`src/ptjlg_pkg.sv`:
```
// Shared types, widths, register indexes and helpers for the pan/tilt limit guard.
package ptjlg_pkg;

   localparam int DATA_W   = 24;                 // signed Q8.16 speeds and positions
   localparam int LIMIT_W  = 23;                 // unsigned limits
   localparam int PROD_W   = DATA_W + LIMIT_W - 1; // |v| <= 2^23 times limit < 2^23
   localparam int QUO_W    = LIMIT_W;            // quotient never exceeds speed_limit
   localparam int REM_W    = DATA_W;             // remainder stays below divisor <= 2^23
   localparam int CNT_W    = $clog2(QUO_W + 1);
   localparam int CSR_AW   = 2;

   localparam logic [CSR_AW-1:0] CSR_PAN_SOFT_LIMIT  = 2'd0;
   localparam logic [CSR_AW-1:0] CSR_TILT_SOFT_LIMIT = 2'd1;
   localparam logic [CSR_AW-1:0] CSR_SPEED_LIMIT     = 2'd2;

   localparam logic [LIMIT_W-1:0] PAN_SOFT_LIMIT_RST  = 23'd196608;
   localparam logic [LIMIT_W-1:0] TILT_SOFT_LIMIT_RST = 23'd98304;
   localparam logic [LIMIT_W-1:0] SPEED_LIMIT_RST     = 23'd65536;

   // Request kinds carried on req_func.
   localparam logic FUNC_COMMAND = 1'b0;
   localparam logic FUNC_TICK    = 1'b1;

   // Sequencing strobes from the top level to each axis lane.
   typedef struct packed {
      logic prep;      // form |v| * speed_limit and load the divider
      logic step;      // one restoring division step
      logic commit;    // update lane state for the current transaction
      logic tick;      // current transaction is a control tick
      logic div_zero;  // divisor is zero, stored speed is forced to zero
   } lane_ctrl_type;

   // What one lane reports for the current transaction.
   typedef struct packed {
      logic signed [DATA_W-1:0] drive;
      logic                     send;
      logic                     at_limit;
      logic                     status;
   } lane_res_type;

   // Magnitude of a signed value; the most negative value maps to 2^23.
   function automatic logic [DATA_W-1:0] mag(input logic signed [DATA_W-1:0] v);
      logic [DATA_W-1:0] r;
      r = v[DATA_W-1] ? DATA_W'(-v) : DATA_W'(v);
      return r;
   endfunction

endpackage

```
`src/ptjlg_div.sv`:
```
// Restoring divider that produces one quotient bit per step.
module ptjlg_div (
   input  logic                           clock,
   input  logic                           load,
   input  logic                           step,
   input  logic [ptjlg_pkg::PROD_W-1:0]   dividend,
   input  logic [ptjlg_pkg::DATA_W-1:0]   divisor,
   output logic [ptjlg_pkg::QUO_W-1:0]    quotient
);
   import ptjlg_pkg::*;

   logic [REM_W-1:0] rem_ff, rem_in;
   logic [QUO_W-1:0] low_ff, low_in;
   logic [REM_W+1:0] diff;

   // The high half of the dividend is already below the divisor because the
   // quotient fits in QUO_W bits, so only QUO_W steps are needed.
   always_comb begin
      diff   = {1'b0, rem_ff, low_ff[QUO_W-1]} - {2'b00, divisor};
      rem_in = rem_ff;
      low_in = low_ff;
      if (load) begin
         rem_in = REM_W'(dividend[PROD_W-1:QUO_W]);
         low_in = dividend[QUO_W-1:0];
      end else if (step) begin
         if (!diff[REM_W+1]) begin
            rem_in = diff[REM_W-1:0];
         end else begin
            rem_in = {rem_ff[REM_W-2:0], low_ff[QUO_W-1]};
         end
         low_in = {low_ff[QUO_W-2:0], ~diff[REM_W+1]};
      end
   end

   always_ff @(posedge clock) begin
      rem_ff <= rem_in;
      low_ff <= low_in;
   end

   assign quotient = low_ff;

endmodule

```
`src/ptjlg_lane.sv`:
```
// One axis lane: command scaling, soft limit test, decision tree and axis state.
module ptjlg_lane (
   input  logic                                clock,
   input  logic                                reset,
   input  ptjlg_pkg::lane_ctrl_type            ctrl,
   input  logic signed [ptjlg_pkg::DATA_W-1:0] value,
   input  logic [ptjlg_pkg::LIMIT_W-1:0]       soft_limit,
   input  logic [ptjlg_pkg::LIMIT_W-1:0]       speed_limit,
   input  logic [ptjlg_pkg::DATA_W-1:0]        divisor,
   output ptjlg_pkg::lane_res_type             res
);
   import ptjlg_pkg::*;

   logic signed [DATA_W-1:0] desired_ff, desired_in;
   logic signed [DATA_W-1:0] prev_ff, prev_in;
   logic signed [DATA_W-1:0] drive_ff, drive_in;
   logic                     halt_ff, halt_in;
   logic                     len_ff, len_in;
   logic                     neg_ff;

   logic [DATA_W+LIMIT_W-1:0] product;
   logic [QUO_W-1:0]          quotient;
   logic [DATA_W-1:0]         q_ext;
   logic signed [DATA_W:0]    pos_ext, soft_ext;
   logic                      at_limit, is_new, rev, d_pos, d_neg, p_pos, p_neg;
   logic                      status, send;

   assign product = mag(value) * speed_limit;

   ptjlg_div u_div (
      .clock    (clock),
      .load     (ctrl.prep),
      .step     (ctrl.step),
      .dividend (product[PROD_W-1:0]),
      .divisor  (divisor),
      .quotient (quotient)
   );

   always_ff @(posedge clock) begin
      if (ctrl.prep) begin
         neg_ff <= value[DATA_W-1];
      end
   end

   assign q_ext    = ctrl.div_zero ? '0 : DATA_W'(quotient);
   assign pos_ext  = {value[DATA_W-1], value};
   assign soft_ext = $signed({2'b00, soft_limit});
   assign at_limit = (pos_ext < -soft_ext) || (pos_ext > soft_ext);

   assign d_pos  = !desired_ff[DATA_W-1] && (desired_ff != '0);
   assign d_neg  = desired_ff[DATA_W-1];
   assign p_pos  = !prev_ff[DATA_W-1] && (prev_ff != '0);
   assign p_neg  = prev_ff[DATA_W-1];
   assign is_new = desired_ff != prev_ff;
   assign rev    = (d_pos && p_neg) || (d_neg && p_pos);

   // Decision tree evaluated against the state left by earlier transactions.
   always_comb begin
      drive_in = drive_ff;
      halt_in  = halt_ff;
      len_in   = len_ff;
      status   = !at_limit;
      send     = 1'b0;
      if (is_new) begin
         if (at_limit) begin
            if (!rev) begin
               if (len_ff) begin
                  if (!halt_ff) begin
                     drive_in = '0;
                     halt_in  = 1'b1;
                     send     = 1'b1;
                  end
               end else begin
                  drive_in = desired_ff;
                  status   = 1'b1;
                  halt_in  = 1'b0;
                  send     = 1'b1;
               end
            end else if (len_ff) begin
               drive_in = desired_ff;
               status   = 1'b1;
               halt_in  = 1'b0;
               len_in   = 1'b0;
               send     = 1'b1;
            end else if (!halt_ff) begin
               drive_in = '0;
               halt_in  = 1'b1;
               len_in   = 1'b1;
               send     = 1'b1;
            end
         end else begin
            drive_in = desired_ff;
            status   = 1'b1;
            len_in   = 1'b1;
            send     = 1'b1;
         end
      end else if (at_limit) begin
         if (len_ff && !halt_ff) begin
            drive_in = '0;
            halt_in  = 1'b1;
            send     = 1'b1;
         end
      end else begin
         len_in = 1'b1;
      end
   end

   assign desired_in = neg_ff ? -$signed(q_ext) : $signed(q_ext);
   assign prev_in    = desired_ff;

   always_ff @(posedge clock) begin
      if (reset) begin
         desired_ff <= '0;
         prev_ff    <= '0;
         drive_ff   <= '0;
         halt_ff    <= 1'b0;
         len_ff     <= 1'b1;
      end else if (ctrl.commit) begin
         if (ctrl.tick) begin
            prev_ff  <= prev_in;
            drive_ff <= drive_in;
            halt_ff  <= halt_in;
            len_ff   <= len_in;
         end else begin
            desired_ff <= desired_in;
         end
      end
   end

   always_comb begin
      res.drive    = ctrl.tick ? drive_in : drive_ff;
      res.send     = ctrl.tick && send;
      res.at_limit = ctrl.tick && at_limit;
      res.status   = ctrl.tick && status;
   end

endmodule

```
`src/pan_tilt_joint_limit_guard.sv`:
```
// Top level of the two-axis pan/tilt velocity guard with soft joint limits.
//
// Each request transaction is either a speed command (req_func = 0) or a
// control tick (req_func = 1), and each produces exactly one response
// transaction. The block works on one transaction at a time. A command is
// accepted and captured, then holds the request side through a prepare state
// that finds the largest magnitude and forms each product |v| * speed_limit,
// the division state in the per-axis restoring dividers (one quotient bit
// per cycle), and a finish state that stores the result and registers the
// response. A tick is accepted and captured, then holds the request side
// through the finish state, which runs the per-axis limit test and decision
// tree and registers the response. While a finished response
// still waits in the output register with rsp_stall high, the next request
// is accepted and processed, but it holds in its finish state, with the
// request side stalled, until the output register frees up. Configuration
// registers may be written through the csr_ port at any time the block is
// idle; they take effect for the next transaction.
module pan_tilt_joint_limit_guard (
   input  logic                                 clock,
   input  logic                                 reset,
   input  logic                                 req_valid,
   output logic                                 req_stall,
   input  logic                                 req_func,
   input  logic signed [ptjlg_pkg::DATA_W-1:0]  req_desired_pan,
   input  logic signed [ptjlg_pkg::DATA_W-1:0]  req_desired_tilt,
   input  logic signed [ptjlg_pkg::DATA_W-1:0]  req_measured_pan,
   input  logic signed [ptjlg_pkg::DATA_W-1:0]  req_measured_tilt,
   output logic                                 rsp_valid,
   input  logic                                 rsp_stall,
   output logic signed [ptjlg_pkg::DATA_W-1:0]  rsp_drive_pan,
   output logic signed [ptjlg_pkg::DATA_W-1:0]  rsp_drive_tilt,
   output logic                                 rsp_send_velocity,
   output logic                                 rsp_pan_at_limit,
   output logic                                 rsp_tilt_at_limit,
   output logic                                 rsp_pan_status,
   output logic                                 rsp_tilt_status,
   output logic                                 rsp_speed_scaled,
   input  logic                                 csr_we,
   input  logic [ptjlg_pkg::CSR_AW-1:0]         csr_addr,
   input  logic [ptjlg_pkg::LIMIT_W-1:0]        csr_wdata
);
   import ptjlg_pkg::*;

   localparam logic [1:0] S_IDLE = 2'd0;
   localparam logic [1:0] S_PREP = 2'd1;
   localparam logic [1:0] S_DIV  = 2'd2;
   localparam logic [1:0] S_FIN  = 2'd3;

   logic [1:0]       state_ff, state_in;
   logic [CNT_W-1:0] cnt_ff, cnt_in;

   // Configuration registers.
   logic [LIMIT_W-1:0] pan_soft_ff, tilt_soft_ff, speed_lim_ff;

   // Captured request: the lanes only ever need one value per axis.
   logic                     func_ff;
   logic signed [DATA_W-1:0] pan_val_ff, tilt_val_ff;

   // Common divisor and scale flag, shared by both lanes.
   logic [DATA_W-1:0] m_ff, m_in, pan_mag, tilt_mag;
   logic              scaled_ff, scaled_in;

   lane_ctrl_type ctrl;
   lane_res_type  pan_res, tilt_res;

   logic req_take, rsp_free, fin_go;

   // Response payload and valid.
   logic                     rsp_valid_ff;
   logic signed [DATA_W-1:0] drive_pan_ff, drive_tilt_ff;
   logic                     send_ff, pan_lim_ff, tilt_lim_ff;
   logic                     pan_st_ff, tilt_st_ff, rsp_scaled_ff;

   assign req_stall = state_ff != S_IDLE;
   assign req_take  = req_valid && !req_stall;
   assign rsp_free  = !rsp_valid_ff || !rsp_stall;
   assign fin_go    = (state_ff == S_FIN) && rsp_free;

   always_ff @(posedge clock) begin
      if (reset) begin
         pan_soft_ff  <= PAN_SOFT_LIMIT_RST;
         tilt_soft_ff <= TILT_SOFT_LIMIT_RST;
         speed_lim_ff <= SPEED_LIMIT_RST;
      end else if (csr_we) begin
         unique case (csr_addr)
            CSR_PAN_SOFT_LIMIT:  pan_soft_ff  <= csr_wdata;
            CSR_TILT_SOFT_LIMIT: tilt_soft_ff <= csr_wdata;
            CSR_SPEED_LIMIT:     speed_lim_ff <= csr_wdata;
            default: ;
         endcase
      end
   end

   // Sequencer: a tick goes straight to the finish state, a command first runs
   // the prepare state and the shared-count division in both lanes.
   always_comb begin
      state_in = state_ff;
      cnt_in   = cnt_ff;
      unique case (state_ff)
         S_IDLE: begin
            if (req_take) begin
               state_in = (req_func == FUNC_TICK) ? S_FIN : S_PREP;
            end
         end
         S_PREP: begin
            state_in = S_DIV;
            cnt_in   = '0;
         end
         S_DIV: begin
            cnt_in = cnt_ff + 1'b1;
            if (cnt_ff == CNT_W'(QUO_W - 1)) begin
               state_in = S_FIN;
            end
         end
         S_FIN: begin
            if (rsp_free) begin
               state_in = S_IDLE;
            end
         end
         default: state_in = S_IDLE;
      endcase
   end

   always_ff @(posedge clock) begin
      if (reset) begin
         state_ff <= S_IDLE;
         cnt_ff   <= '0;
      end else begin
         state_ff <= state_in;
         cnt_ff   <= cnt_in;
      end
   end

   always_ff @(posedge clock) begin
      if (req_take) begin
         func_ff     <= req_func;
         pan_val_ff  <= req_func ? req_measured_pan  : req_desired_pan;
         tilt_val_ff <= req_func ? req_measured_tilt : req_desired_tilt;
      end
   end

   // The divisor is the largest of speed_limit and both magnitudes, so the
   // scaled speeds never exceed speed_limit and keep their ratio.
   always_comb begin
      pan_mag   = mag(pan_val_ff);
      tilt_mag  = mag(tilt_val_ff);
      m_in      = DATA_W'(speed_lim_ff);
      if (pan_mag > m_in) begin
         m_in = pan_mag;
      end
      if (tilt_mag > m_in) begin
         m_in = tilt_mag;
      end
      scaled_in = m_in > DATA_W'(speed_lim_ff);
   end

   always_ff @(posedge clock) begin
      if (state_ff == S_PREP) begin
         m_ff      <= m_in;
         scaled_ff <= scaled_in;
      end
   end

   always_comb begin
      ctrl.prep     = state_ff == S_PREP;
      ctrl.step     = state_ff == S_DIV;
      ctrl.commit   = fin_go;
      ctrl.tick     = func_ff == FUNC_TICK;
      ctrl.div_zero = m_ff == '0;
   end

   ptjlg_lane u_pan (
      .clock       (clock),
      .reset       (reset),
      .ctrl        (ctrl),
      .value       (pan_val_ff),
      .soft_limit  (pan_soft_ff),
      .speed_limit (speed_lim_ff),
      .divisor     (m_ff),
      .res         (pan_res)
   );

   ptjlg_lane u_tilt (
      .clock       (clock),
      .reset       (reset),
      .ctrl        (ctrl),
      .value       (tilt_val_ff),
      .soft_limit  (tilt_soft_ff),
      .speed_limit (speed_lim_ff),
      .divisor     (m_ff),
      .res         (tilt_res)
   );

   // Merge stage: the send flag is set when either lane asks to send its drive.
   always_ff @(posedge clock) begin
      if (reset) begin
         rsp_valid_ff <= 1'b0;
      end else if (fin_go) begin
         rsp_valid_ff <= 1'b1;
      end else if (!rsp_stall) begin
         rsp_valid_ff <= 1'b0;
      end
   end

   always_ff @(posedge clock) begin
      if (fin_go) begin
         drive_pan_ff  <= pan_res.drive;
         drive_tilt_ff <= tilt_res.drive;
         send_ff       <= pan_res.send || tilt_res.send;
         pan_lim_ff    <= pan_res.at_limit;
         tilt_lim_ff   <= tilt_res.at_limit;
         pan_st_ff     <= pan_res.status;
         tilt_st_ff    <= tilt_res.status;
         rsp_scaled_ff <= (func_ff == FUNC_COMMAND) && scaled_ff;
      end
   end

   assign rsp_valid         = rsp_valid_ff;
   assign rsp_drive_pan     = drive_pan_ff;
   assign rsp_drive_tilt    = drive_tilt_ff;
   assign rsp_send_velocity = send_ff;
   assign rsp_pan_at_limit  = pan_lim_ff;
   assign rsp_tilt_at_limit = tilt_lim_ff;
   assign rsp_pan_status    = pan_st_ff;
   assign rsp_tilt_status   = tilt_st_ff;
   assign rsp_speed_scaled  = rsp_scaled_ff;

   // A new response only appears out of the finish state.
   a_rsp_from_fin: assert property (@(posedge clock) disable iff (reset)
      $rose(rsp_valid) |-> $past(state_ff) == S_FIN)
      else $error("response raised outside the finish state");

   // The division never runs past the quotient width.
   a_div_count: assert property (@(posedge clock) disable iff (reset)
      state_ff == S_DIV |-> cnt_ff < CNT_W'(QUO_W))
      else $error("division step count overrun");

   // A scaled command never reports tick results.
   a_scaled_cmd: assert property (@(posedge clock) disable iff (reset)
      rsp_valid && rsp_speed_scaled |-> !rsp_send_velocity && !rsp_pan_at_limit)
      else $error("scaled command carries tick flags");

   // On a tick, pan can only be stopped at its limit, so a response with pan
   // stopped away from its limit is a command and carries no tick flags.
   a_stop_at_limit: assert property (@(posedge clock) disable iff (reset)
      rsp_valid && !rsp_pan_status && !rsp_pan_at_limit |->
         !rsp_send_velocity && !rsp_tilt_at_limit && !rsp_tilt_status)
      else $error("pan stopped away from its limit");

endmodule
```
`config.mk`:
```
export PLATFORM = sky130hd
export DESIGN_NAME = pan_tilt_joint_limit_guard
export DESIGN_NICKNAME = d
export VERILOG_FILES = /design/src/ptjlg_pkg.sv /design/src/ptjlg_div.sv /design/src/ptjlg_lane.sv /design/src/pan_tilt_joint_limit_guard.sv
export SDC_FILE = /design/constraint.sdc
export NUM_CORES = 2
export LEC_CHECK = 0
export ABC_AREA = 0
export ABC_CLOCK_PERIOD_IN_PS = 9200
export BUFFER_PORTS_ARGS = -buffer_cell sky130_fd_sc_hd__clkbuf_2
export CAP_MARGIN = 0
export CORE_AREA = 2 2 366 440
export CTS_CLUSTER_DIAMETER = 40
export DETAILED_ROUTE_END_ITERATION = 12
export DIE_AREA = 0 0 368 442
export GPL_ROUTABILITY_DRIVEN = 0
export SLEW_MARGIN = 10
export SYNTH_ARGS = -nofsm -noshare
export SYNTH_HDL_FRONTEND = slang
export SYNTH_SLANG_ARGS = --single-unit
```
`constraint.sdc`:
```
create_clock -name clock -period 9.2 [get_ports clock]
set_clock_uncertainty 0.1 [all_clocks]
set_input_delay 1.84 -clock clock [delete_from_list [all_inputs] [get_ports clock]]
set_output_delay 1.84 -clock clock [all_outputs]
set_load 0.02 [all_outputs]
```
==> impl_metrics.toml <==
[worst_setup_path]
worst-r2r-setup-slack_ps = 30
worst-path-buf-inv = 10
endpoint_kind = "flip-flop"
cp.required_ps = 9480
worstPathMaxFanout = 5
crit_start = "tilt_val_ff[9]$_DFFE_PP_"
crit_family = "adder cells"
worstSetupStartpointType = "flip-flop"
critical_path_depth = 35
critPathArrivalTime_ps = 9450
cpMostUsedCell = "fa_1"
crit_path_max_incr_delay_ps = 580
r2r-start = "tilt_val_ff[9]$_DFFE_PP_"
slowest_stage = "or4_4"
r2r_end = "u_tilt.u_div.rem_ff[19]$_DFFE_PP_"
reg2regPathDepth = 35
critPathKind = "reg -> reg"

[flow_run]
drv_cap = 0

[logic_synthesis]
synth_top_family_by_area = "adder cells"
avgSynthCellArea_sq_um = 8.71
yosysWarnings = 0
synth-adder-area-share_pct = 40.7
synthArstFlopShare_pct = 0
netlist_area_sq_um = 63100
synth_cells = 7239
yosys-top-cells-count = "1250 x inv_1, 1209 x nand2_1, 918 x fa_1"
synth-xor-area-share_pct = 3.82
synth_nets = 8868
yosysTopAreaCellShare_pct = 29.1
ys_top_cells_by_area = "fa_1 29%, ha_1 12%, edfxtp_1 11%"
synth-edff-count = 222
synth_compound_area_share_pct = 10.0
yosys.area.top_type = "fa_1"
ys_seq_elements = 449
yosys.area_share.simple_pct = 15.4
ys.flop_type = "dfxtp_1"
seq_area_frac_synth_pct = 17.8
yosysMostFrequentCell = "inv_1"
synthMuxAreaShare_pct = 2.70
synth_cell_types = 80

[placed_design]
port_buffers = 182
place_inst = 9611
hpwl_mm = 162

[global_route]
grt_max_degree = 155
grt_usage_pct = 24.8
first_global_vias = 53800
grt_pass1_wl_mm = 313
antenna_found_initial = 5
grt.overflow.total = 0

[floorplan]
start_util_pct = 39.9
rows = 160
core_sq_um = 158000
die_y_um = 442
ioPinCount = 183
die-width_um = 368
die-area_sq_um = 163000

[cts]
clk_pin_slew_worst_paths_ps = 60
numCtsBuffers = 78
cts_tree = "built"
insertion_delay_ps = 700
cts_max_level = 3
cts_buffer_depth = 3
cts_root_buffer = "clkbuf_16"
clock_sinks = 449

[routing]
drt_iter0_markers = 4056
wl_per_cell_um = 20.8
routed_wl_mm = 204
avgViaCountPerCell = 5.31
num_vias = 51900
firstDrtPassIters = 5
drc = 0
antenna_left = 0

[sta]
timing.slew.headroom_pct = 14.9
slew_violations = 0
tightestPinTransition_ps = 1270
tns_ps = 0
fmax_mhz = 109
finalSetupViolCount = 0
post-route-period-util_pct = 99.7
hold_viol = 0
period_minus_slack_ps = 9170
rsz0062_at_grt = "yes"

[worst_hold_path]
holdPathEnd = "u_pan.drive_ff[7]$_SDFFE_PP0P_"
hold_class = "reg -> reg"
hold_depth = 2
hold_path_startpoint = "u_pan.drive_ff[7]$_SDFFE_PP0P_"

[power_and_ir_drop]
internal-power_uw = 11500
ir_drop_uv = 267
power_frac_comb_pct = 72.5
pwr-share-seq_pct = 14.8
power.leakage_uw = 0.0335
p_sw_uw = 11400
powerDensity_nw_per_um2 = 315
p_clk_share_pct = 12.6
p_sw_share_pct = 49.6

[layout]
area_growth_syn_to_layout_pct = 15.5
drive_gt1_share_pct = 14.0
fin_nets = 9247
stdcell_count = 9788

[run_status]
outcome = "completed"
-- cell families after synthesis --
group	count (synthesis)
AO/OA/AOI/OAI	1037
XOR/XNOR	275
adder cells (fa/ha/maj)	1502
buffers and inverters	1605
flip-flops	449
multiplexers	158
AND/OR/NAND/NOR	2213
-- registers in the layout (all words and copies together) (netlist names), 24 cells and up --
register	flops
u_pan.u_div.rem_ff	24
rsp_drive_pan	24
u_tilt.u_div.rem_ff	24
u_pan.prev_ff	24
u_tilt.drive_ff	24
rsp_drive_tilt	24
m_ff	24
u_pan.desired_ff	24
u_tilt.prev_ff	24
u_tilt.desired_ff	24
u_pan.drive_ff	24
pan_val_ff	24
tilt_val_ff	24
-- tightest hold or removal path: stages, from the launching register on --
cell and delay, ps:
dfxtp_1 300, inv_1 50, o21ai_1 60
-- final cells by class --
class	count	area (sq um)
Antenna cell	1	2.50
Clock buffer	83	1970
Clock inverter	60	642
Fill cell	15200	85300
Inverter	1266	4750
Multi-Input combinational cell	5185	47000
Sequential cell	449	11200
Tap cell	2106	2640
Timing Repair Buffer	638	4620
-- placed cells by master, fill, tap and decap left out, drive strengths merged, types with 61 or more instances in the layout --
master     n
nor2     412
edfxtp   222
and2     195
a21o     110
inv     1267
nand3     66
nand2   1209
nor3      67
a21oi    354
o21ai    274
mux2i     61
fa       918
clkbuf   265
mux2      97
dfxtp    227
xor2      76
buf      456
ha       584
xnor2    199
-- power groups by stage --
stage	clock network, uW	logic [uW]	registers, uW
floorplan	0	9330	3230
global placement	0	15300	3410
detailed placement	0	15500	3420
CTS	2950	15700	3390
global route	3040	18100	3450
finish	2900	16600	3400
-- per-layer routing --
metal,GRT usage (%),vias to the layer above,routed length (um)
met5,0,-,14
met2,42.0,1830,98200
met3,3.72,442,13800
met1,30.4,25900,79800
li1,-,23800,-
met4,13.1,2,12100
-- how the worst max path moves through the flow --
stage                                             end
finish              u_tilt.u_div.rem_ff[19]$_DFFE_PP_
global route        u_tilt.u_div.rem_ff[19]$_DFFE_PP_
CTS                 u_tilt.u_div.rem_ff[19]$_DFFE_PP_
detailed placement  u_tilt.u_div.rem_ff[19]$_DFFE_PP_
global placement     u_pan.u_div.rem_ff[18]$_DFFE_PP_
floorplan            u_pan.u_div.rem_ff[18]$_DFFE_PP_
-- per-stage QoR --
step / total power [uW] / setup WS (ps) / hold WS [ps] / utilization, % / cell area [sq um]
finish: 22900 / 26.3 / 356 / 46.0 / 72800
global route: 24600 / -266 / 380 / 46.0 / 72800
CTS: 22000 / -48.5 / 359 / 45.4 / 71800
detailed placement: 18900 / -300 / 351 / 43.6 / 69000
global placement: 18700 / -186 / 345 / 43.6 / 69000
floorplan: 12600 / -11.2 / 335 / - / 63100
-- repair_timing --
item	4_1_cts	5_1_grt
pin swaps	6	78
hold buffers	0	0
endpoints found under the setup margin	25	39
gates resized for setup	31	161
buffers inserted	1	32
gates cloned	0	1
(Power assumes the default switching activity.)
